--- src/sv/aked_pkg.sv ---
package aked_pkg;

  typedef enum logic [3:0] {
    KEY_CHAR   = 4'd0,
    KEY_UP     = 4'd1,
    KEY_DOWN   = 4'd2,
    KEY_RIGHT  = 4'd3,
    KEY_LEFT   = 4'd4,
    KEY_PGUP   = 4'd5,
    KEY_PGDN   = 4'd6,
    KEY_INS    = 4'd7,
    KEY_DEL    = 4'd8,
    KEY_HOME   = 4'd9,
    KEY_END    = 4'd10,
    KEY_BS     = 4'd11,
    KEY_ENTER  = 4'd12,
    KEY_CANCEL = 4'd13
  } key_kind_t;

  typedef enum logic [2:0] {
    PM_NORMAL = 3'd0,
    PM_ESC    = 3'd1,
    PM_NUM    = 3'd2,
    PM_MOD    = 3'd3,
    PM_O      = 3'd4
  } parse_mode_t;

  typedef struct packed {
    logic       emit;
    key_kind_t  kind;
    logic       ctrl_mod;
    logic [7:0] char_code;
  } key_event_t;

  localparam logic [7:0] CH_BS     = 8'h08;
  localparam logic [7:0] CH_DEL    = 8'h7F;
  localparam logic [7:0] CH_CR     = 8'h0D;
  localparam logic [7:0] CH_ETX    = 8'h03;
  localparam logic [7:0] CH_ESC    = 8'h1B;
  localparam logic [7:0] CH_LBRACK = 8'h5B;
  localparam logic [7:0] CH_O      = 8'h4F;
  localparam logic [7:0] CH_SEMI   = 8'h3B;
  localparam logic [7:0] CH_TILDE  = 8'h7E;
  localparam logic [7:0] CH_ZERO   = 8'h30;
  localparam logic [7:0] CH_NINE   = 8'h39;
  localparam logic [7:0] CH_A      = 8'h41;
  localparam logic [7:0] CH_B      = 8'h42;
  localparam logic [7:0] CH_C      = 8'h43;
  localparam logic [7:0] CH_D      = 8'h44;
  localparam logic [7:0] CH_F      = 8'h46;
  localparam logic [7:0] CH_H      = 8'h48;
  localparam logic [7:0] NUM_MAX   = 8'd255;

  // key for ESC [ n ~, only meaningful for n = 1..6
  function automatic key_kind_t tilde_key(input logic [7:0] n);
    key_kind_t k;
    unique case (n)
      8'd1:    k = KEY_HOME;
      8'd2:    k = KEY_INS;
      8'd3:    k = KEY_DEL;
      8'd4:    k = KEY_END;
      8'd5:    k = KEY_PGUP;
      8'd6:    k = KEY_PGDN;
      default: k = KEY_CHAR;
    endcase
    return k;
  endfunction

endpackage

--- src/sv/ansi_key_escape_decoder.sv ---
// Terminal key decoder: takes one received byte per transfer and gives one key event
// per completed key (plain character, backspace, enter, cancel, cursor and editing keys
// from ESC [ ... and ESC O ... sequences); unknown sequences make no event. A byte is
// accepted every clock cycle when the output is not stalled, and a key event passes
// from its closing byte through the input register, then the parser state and decode
// logic feed the result register in a single step. Output backpressure passes
// combinationally to s_axis_tready through the input register.
module ansi_key_escape_decoder (
  input  logic       clk,
  input  logic       rst,
  input  logic       s_axis_tvalid,
  output logic       s_axis_tready,
  input  logic [7:0] s_axis_tdata,   // [7:0] rx_byte
  output logic       m_axis_tvalid,
  input  logic       m_axis_tready,
  output logic [7:0] m_axis_tdata,   // [7:0] char_code
  output logic [4:0] m_axis_tuser    // [3:0] key_kind, [4] ctrl_mod
);
  import aked_pkg::*;

  logic       in_valid;
  logic [7:0] in_byte;
  logic       out_ready;
  logic       step;
  key_event_t evt;

  assign step = in_valid && out_ready;

  aked_in_stage u_in (
    .clk      (clk),
    .rst      (rst),
    .s_valid  (s_axis_tvalid),
    .s_ready  (s_axis_tready),
    .s_byte   (s_axis_tdata),
    .take     (step),
    .in_valid (in_valid),
    .in_byte  (in_byte)
  );

  aked_parser u_parser (
    .clk     (clk),
    .rst     (rst),
    .step    (step),
    .in_byte (in_byte),
    .evt     (evt)
  );

  aked_out_stage u_out (
    .clk        (clk),
    .rst        (rst),
    .load_valid (in_valid),
    .evt        (evt),
    .ready      (out_ready),
    .m_valid    (m_axis_tvalid),
    .m_ready    (m_axis_tready),
    .m_data     (m_axis_tdata),
    .m_user     (m_axis_tuser)
  );

`ifndef ASSERT_OFF
  // only character events carry a byte
  assert property (@(posedge clk) disable iff (rst)
    m_axis_tvalid && (m_axis_tuser[3:0] != KEY_CHAR) |-> (m_axis_tdata == 8'd0))
    else $error("non-character key carries a byte");

  // the modifier only comes with cursor and tilde keys
  assert property (@(posedge clk) disable iff (rst)
    m_axis_tvalid && m_axis_tuser[4] |->
      (m_axis_tuser[3:0] != KEY_CHAR) && (m_axis_tuser[3:0] != KEY_BS) &&
      (m_axis_tuser[3:0] != KEY_ENTER) && (m_axis_tuser[3:0] != KEY_CANCEL))
    else $error("modifier on a key that cannot have one");

  // a consumed item that makes an event always shows up at the output
  assert property (@(posedge clk) disable iff (rst)
    step && evt.emit |=> m_axis_tvalid)
    else $error("key event lost");
`endif

endmodule

--- src/sv/aked_in_stage.sv ---
module aked_in_stage (
  input  logic       clk,
  input  logic       rst,
  input  logic       s_valid,
  output logic       s_ready,
  input  logic [7:0] s_byte,
  input  logic       take,
  output logic       in_valid,
  output logic [7:0] in_byte
);

  assign s_ready = !in_valid || take;

  always_ff @(posedge clk) begin
    if (rst) begin
      in_valid <= 1'b0;
    end else if (s_ready) begin
      in_valid <= s_valid;
    end
  end

  always_ff @(posedge clk) begin
    if (s_ready && s_valid) begin
      in_byte <= s_byte;
    end
  end

endmodule

--- src/sv/aked_parser.sv ---
module aked_parser (
  input  logic                clk,
  input  logic                rst,
  input  logic                step,
  input  logic [7:0]          in_byte,
  output aked_pkg::key_event_t evt
);
  import aked_pkg::*;

  parse_mode_t mode, mode_next;
  logic [7:0]  seq_number, seq_number_next;
  logic        mod_flag, mod_flag_next;

  logic        is_digit;
  logic [11:0] num_acc;

  assign is_digit = (in_byte >= CH_ZERO) && (in_byte <= CH_NINE);
  // seq_number * 10 + digit, saturated below
  assign num_acc = {4'd0, seq_number} * 12'd10 + {8'd0, in_byte[3:0]};

  always_ff @(posedge clk) begin
    if (rst) begin
      mode       <= PM_NORMAL;
      seq_number <= 8'd0;
      mod_flag   <= 1'b0;
    end else if (step) begin
      mode       <= mode_next;
      seq_number <= seq_number_next;
      mod_flag   <= mod_flag_next;
    end
  end

  always_comb begin
    mode_next       = PM_NORMAL;
    seq_number_next = seq_number;
    mod_flag_next   = mod_flag;
    evt             = '0;
    evt.kind        = KEY_CHAR;
    unique case (mode)
      PM_ESC: begin
        if (in_byte == CH_LBRACK) begin
          mode_next       = PM_NUM;
          seq_number_next = 8'd0;
          mod_flag_next   = 1'b0;
        end else if (in_byte == CH_O) begin
          mode_next = PM_O;
        end
      end
      PM_NUM, PM_MOD: begin
        if (is_digit) begin
          mode_next = mode;
          if (mode == PM_NUM) begin
            seq_number_next = (num_acc > {4'd0, NUM_MAX}) ? NUM_MAX : num_acc[7:0];
          end
        end else if (in_byte == CH_SEMI) begin
          mode_next     = PM_MOD;
          mod_flag_next = 1'b1;
        end else begin
          evt.ctrl_mod = mod_flag;
          unique case (in_byte)
            CH_A: begin
              evt.emit = 1'b1;
              evt.kind = KEY_UP;
            end
            CH_B: begin
              evt.emit = 1'b1;
              evt.kind = KEY_DOWN;
            end
            CH_C: begin
              evt.emit = 1'b1;
              evt.kind = KEY_RIGHT;
            end
            CH_D: begin
              evt.emit = 1'b1;
              evt.kind = KEY_LEFT;
            end
            CH_TILDE: begin
              evt.emit = (seq_number >= 8'd1) && (seq_number <= 8'd6);
              evt.kind = tilde_key(seq_number);
            end
            default: evt.emit = 1'b0;
          endcase
        end
      end
      PM_O: begin
        if (in_byte == CH_F) begin
          evt.emit = 1'b1;
          evt.kind = KEY_END;
        end else if (in_byte == CH_H) begin
          evt.emit = 1'b1;
          evt.kind = KEY_HOME;
        end
      end
      default: begin
        evt.emit = 1'b1;
        unique case (in_byte)
          CH_ESC: begin
            mode_next = PM_ESC;
            evt.emit  = 1'b0;
          end
          CH_BS, CH_DEL: evt.kind = KEY_BS;
          CH_CR:         evt.kind = KEY_ENTER;
          CH_ETX:        evt.kind = KEY_CANCEL;
          default:       evt.char_code = in_byte;
        endcase
      end
    endcase
  end

endmodule

--- src/sv/aked_out_stage.sv ---
module aked_out_stage (
  input  logic                 clk,
  input  logic                 rst,
  input  logic                 load_valid,
  input  aked_pkg::key_event_t evt,
  output logic                 ready,
  output logic                 m_valid,
  input  logic                 m_ready,
  output logic [7:0]           m_data,
  output logic [4:0]           m_user
);
  import aked_pkg::*;

  logic load;

  assign ready = !m_valid || m_ready;
  // items that make no key event are consumed without a transfer
  assign load  = ready && load_valid && evt.emit;

  always_ff @(posedge clk) begin
    if (rst) begin
      m_valid <= 1'b0;
    end else if (ready) begin
      m_valid <= load_valid && evt.emit;
    end
  end

  always_ff @(posedge clk) begin
    if (load) begin
      m_data <= evt.char_code;
      m_user <= {evt.ctrl_mod, evt.kind};
    end
  end

endmodule

--- config.mk ---
export PLATFORM = sky130hd
export DESIGN_NAME = ansi_key_escape_decoder
export DESIGN_NICKNAME = d
export VERILOG_FILES = /design/src/sv/aked_pkg.sv /design/src/sv/ansi_key_escape_decoder.sv /design/src/sv/aked_in_stage.sv /design/src/sv/aked_parser.sv /design/src/sv/aked_out_stage.sv
export SDC_FILE = /design/constraint.sdc
export NUM_CORES = 1
export LEC_CHECK = 0
export ABC_AREA = 0
export BUFFER_PORTS_ARGS = -buffer_cell sky130_fd_sc_hd__buf_2
export CORE_MARGIN = 1
export CORE_UTILIZATION = 63
export CTS_CLUSTER_SIZE = 20
export DETAILED_ROUTE_END_ITERATION = 10
export PLACE_DENSITY = 0.88
export SKIP_LAST_GASP = 1
export SYNTH_ARGS = -nofsm -noshare
export SYNTH_HDL_FRONTEND = slang
export SYNTH_HIERARCHICAL = 1
export SYNTH_SLANG_ARGS = --single-unit
--- constraint.sdc ---
create_clock -name clk -period 6.4 [get_ports clk]
set_input_delay 0.64 -clock clk [delete_from_list [all_inputs] [get_ports clk]]
set_output_delay 0.64 -clock clk [all_outputs]
set_load 0.01 [all_outputs]
==> flow_summary.json <==
{
  "rrSetupSlack_ns": 3.46,
  "multi_input_area_um2": 1430,
  "cp_max_fo": 11,
  "cpMaxStageDelayCell": "dfxtp_1",
  "final_util": 0.723,
  "outcome": "completed",
  "synth_seq_area_share": 0.376,
  "synth_area_per_cell_um2": 9.76,
  "syn_nets": 277,
  "worst_pin_slew_ns": 0.663,
  "rsz0062_at_grt": "false",
  "vdd_drop_max_mv": 0.133,
  "io_pins": 27,
  "antenna_found_initial": 0,
  "finalCriticalPeriod_ns": 2.94,
  "placedCellCount": 312,
  "cts_hold_buf": 0,
  "clk_latency_ns": 0.28,
  "yosys-top-cells-area": "edfxtp_1, dfxtp_1, ha_1",
  "hold_depth": 2,
  "ant_nets": 0,
  "first_iter_violations": 96,
  "async_reset_ff_frac": 0,
  "slowest_delay_ns": 0.54,
  "fmax_mhz": 340,
  "dp_hpwl_mm": 3.62,
  "crit_arrival_ns": 3.15,
  "final_cell_count_no_fill": 320,
  "cts_max_path_buffers": 2,
  "finalMaxSlewViolations": 0,
  "cp_top_family": "adder cells",
  "final_layout_size_suffix_gt1_frac": 0.184,
  "drc": 0,
  "finalWeightedCongestion": 0.913,
  "p_leak_uw": 0.00106,
  "avgViaCountPerCell": 6.15,
  "die_x_um": 64.0,
  "hold_class": "reg -> reg",
  "slew_headroom": 0.545,
  "r2r-start": "u_parser/seq_number[1]$_SDFFE_PP0P_",
  "die_y_um": 64.0,
  "cp_common_cell": "ha_1",
  "clkSlewWorstSetupHoldPaths_ns": 0.06,
  "track_usage": 0.257,
  "final_nets": 300,
  "core_area_um2": 3660,
  "power_density_nw_per_um2": 169,
  "setup_viol": 0,
  "vias": 1969,
  "timing.max_cap.violations": 0,
  "rows": 22,
  "cts_made_buffers": 5,
  "worstHoldStart": "u_out/m_valid$_SDFFE_PP0P_",
  "wire_per_inst_um": 14.9,
  "n_antenna_cell": 0,
  "h-tree-depth": 2,
  "cp-end-kind": "register",
  "grt_max_degree": 18,
  "grt_pass1_wl_mm": 8.11,
  "n_fill_cell": 283,
  "grt_pass1_vias": 1882,
  "yosysUniqueCellTypes": 60,
  "critPathLaunchType": "register",
  "tritoncts": "yes",
  "grt_remaining_overflow": 0,
  "path_buf_inv": 0,
  "cp_cell_sequence": "ha_1, ha_1, fa_1, nand2_1, or2_2, nor4_1, mux2_2, o211ai_1",
  "cts_root_buf": "clkbuf_8",
  "synth_area_um2": 2420,
  "fin_ws_ns": 3.46,
  "yosys.area.top_type_share": 0.261,
  "hold_viol": 0,
  "place_ws_ns": 3.49,
  "syn_to_final_growth_pct": 9.36,
  "reg2reg_to": "u_parser/seq_number[6]$_SDFFE_PP0P_",
  "reg2regPathDepth": 8,
  "synthCells": 248,
  "cts.sinks": 35,
  "drtPass1Iterations": 4,
  "yosysWarnings": 6,
  "die-area_um2": 4090,
  "skew_ns": 0.00536,
  "timing.final.crit_share": 0.459,
  "postCtsSetupRepairBufs": 0,
  "synthFlopType": "edfxtp_1",
  "seq_area_um2": 911,
  "fin_setup_tns_ns": 0,
  "ctsResizeCount": 0,
  "yosysTopAreaCell": "edfxtp_1",
  "critPathKind": "reg -> reg",
  "crit_required_ns": 6.61,
  "synth-edff-count": 21,
  "io_buffers": 26,
  "ys_seq_elements": 35,
  "routed_wl_mm": 4.76,
  "start_util": 0.661,
  "min_to": "u_out/m_valid$_SDFFE_PP0P_"
}
## stage by stage
step / total power (uW) / area (um2) / hold slack [ns]
global route: 466 / 2650 / 0.516
global placement: 304 / 2560 / 0.468
CTS: 453 / 2650 / 0.498
finish: 448 / 2650 / 0.495
floorplan: 292 / 2420 / 0.455
detailed placement: 306 / 2560 / 0.482
## cell usage after synthesis, drive strengths merged, types with 6 or more instances
cell,n
a211oi,6
a21oi,27
a22oi,7
and2,10
and3,7
clkbuf,9
dfxtp,14
edfxtp,21
ha,15
inv,9
nand2,12
nand2b,6
nand3,9
nor2,13
nor2b,7
nor3,6
o21ai,6
## area by class of cell
type                    count  share of cell area
multi-input cells         194               0.540
flip-flops and latches     35               0.344
repair buffers             26              0.0492
clock buffers               6              0.0274
well taps                  48              0.0227
inverters                   9              0.0128
clock inverters             2             0.00331
## placed cells by master, fill, tap and decap left out, types with 3 or more instances in the layout
cell and n:
nand3_1 9, nand2_1 11, and2_1 9, xnor2_1 4, ha_1 15, o31ai_1 3, nor2b_1 6, a21oi_1 25
clkbuf_8 5, nor3_1 5, a21o_1 3, inv_1 9, nor4_1 3, a22oi_1 7, a211oi_1 6, and3_1 6
nor2_1 13, buf_2 26, edfxtp_1 21, and3b_1 4, o21ai_0 6, nand2b_1 4, o211ai_1 3, dfxtp_1 14
nand4_1 4
## worst max path at each step
stage / end / cells after the start / slack (ns) / from
floorplan: u_parser/seq_number[6]$_SDFFE_PP0P_ / 8 / 3.72 / u_parser/seq_number[1]$_SDFFE_PP0P_
global placement: u_parser/seq_number[7]$_SDFFE_PP0P_ / 8 / 3.58 / u_parser/seq_number[1]$_SDFFE_PP0P_
detailed placement: u_parser/seq_number[6]$_SDFFE_PP0P_ / 8 / 3.49 / u_parser/seq_number[1]$_SDFFE_PP0P_
CTS: u_parser/seq_number[6]$_SDFFE_PP0P_ / 8 / 3.46 / u_parser/seq_number[1]$_SDFFE_PP0P_
global route: u_parser/seq_number[6]$_SDFFE_PP0P_ / 8 / 3.26 / u_parser/seq_number[1]$_SDFFE_PP0P_
finish: u_parser/seq_number[6]$_SDFFE_PP0P_ / 8 / 3.46 / u_parser/seq_number[1]$_SDFFE_PP0P_
## per-layer routing
layer | wire [um] | global-route usage
met5 | 0 | 0
met4 | 76 | 0.122
met3 | 246 | 0.0518
met2 | 2270 | 0.423
met1 | 2170 | 0.320
## where the power goes
group	total [uW]	leakage (uW)	internal, uW	switching (uW)
Sequential	260	0.000316	249	11.1
Clock	147	0.0000426	74.6	72.2
Combinational	41.4	0.000704	18.5	22.9
Total	448	0.00106	342	106
## tightest hold or removal path, stage by stage, from the launching register on
cell	delay [ns]
dfxtp_1	0.33
nand2b_4	0.08
a21oi_2	0.04
## flip-flops by register name, summed over array words and instances (netlist names)
register	cells
u_in/in_valid	1
u_out/m_valid	1
u_in/in_byte	8
u_out/m_data	8
u_parser/seq_number	8
u_parser/mod_flag	1
u_out/m_user	5
u_parser/mode	3
## cell families after synthesis
group                      Yosys count  share of synthesized area
buffers and inverters               19                     0.0326
xor gates and xnor gates             7                     0.0310
AOI/OAI and AO/OA                   69                      0.198
muxes                                4                     0.0176
and+or+nand+nor                     97                      0.251
adders and majority gates           17                     0.0941
DFF                                 35                      0.376
Power figures use the tool's default switching activity.
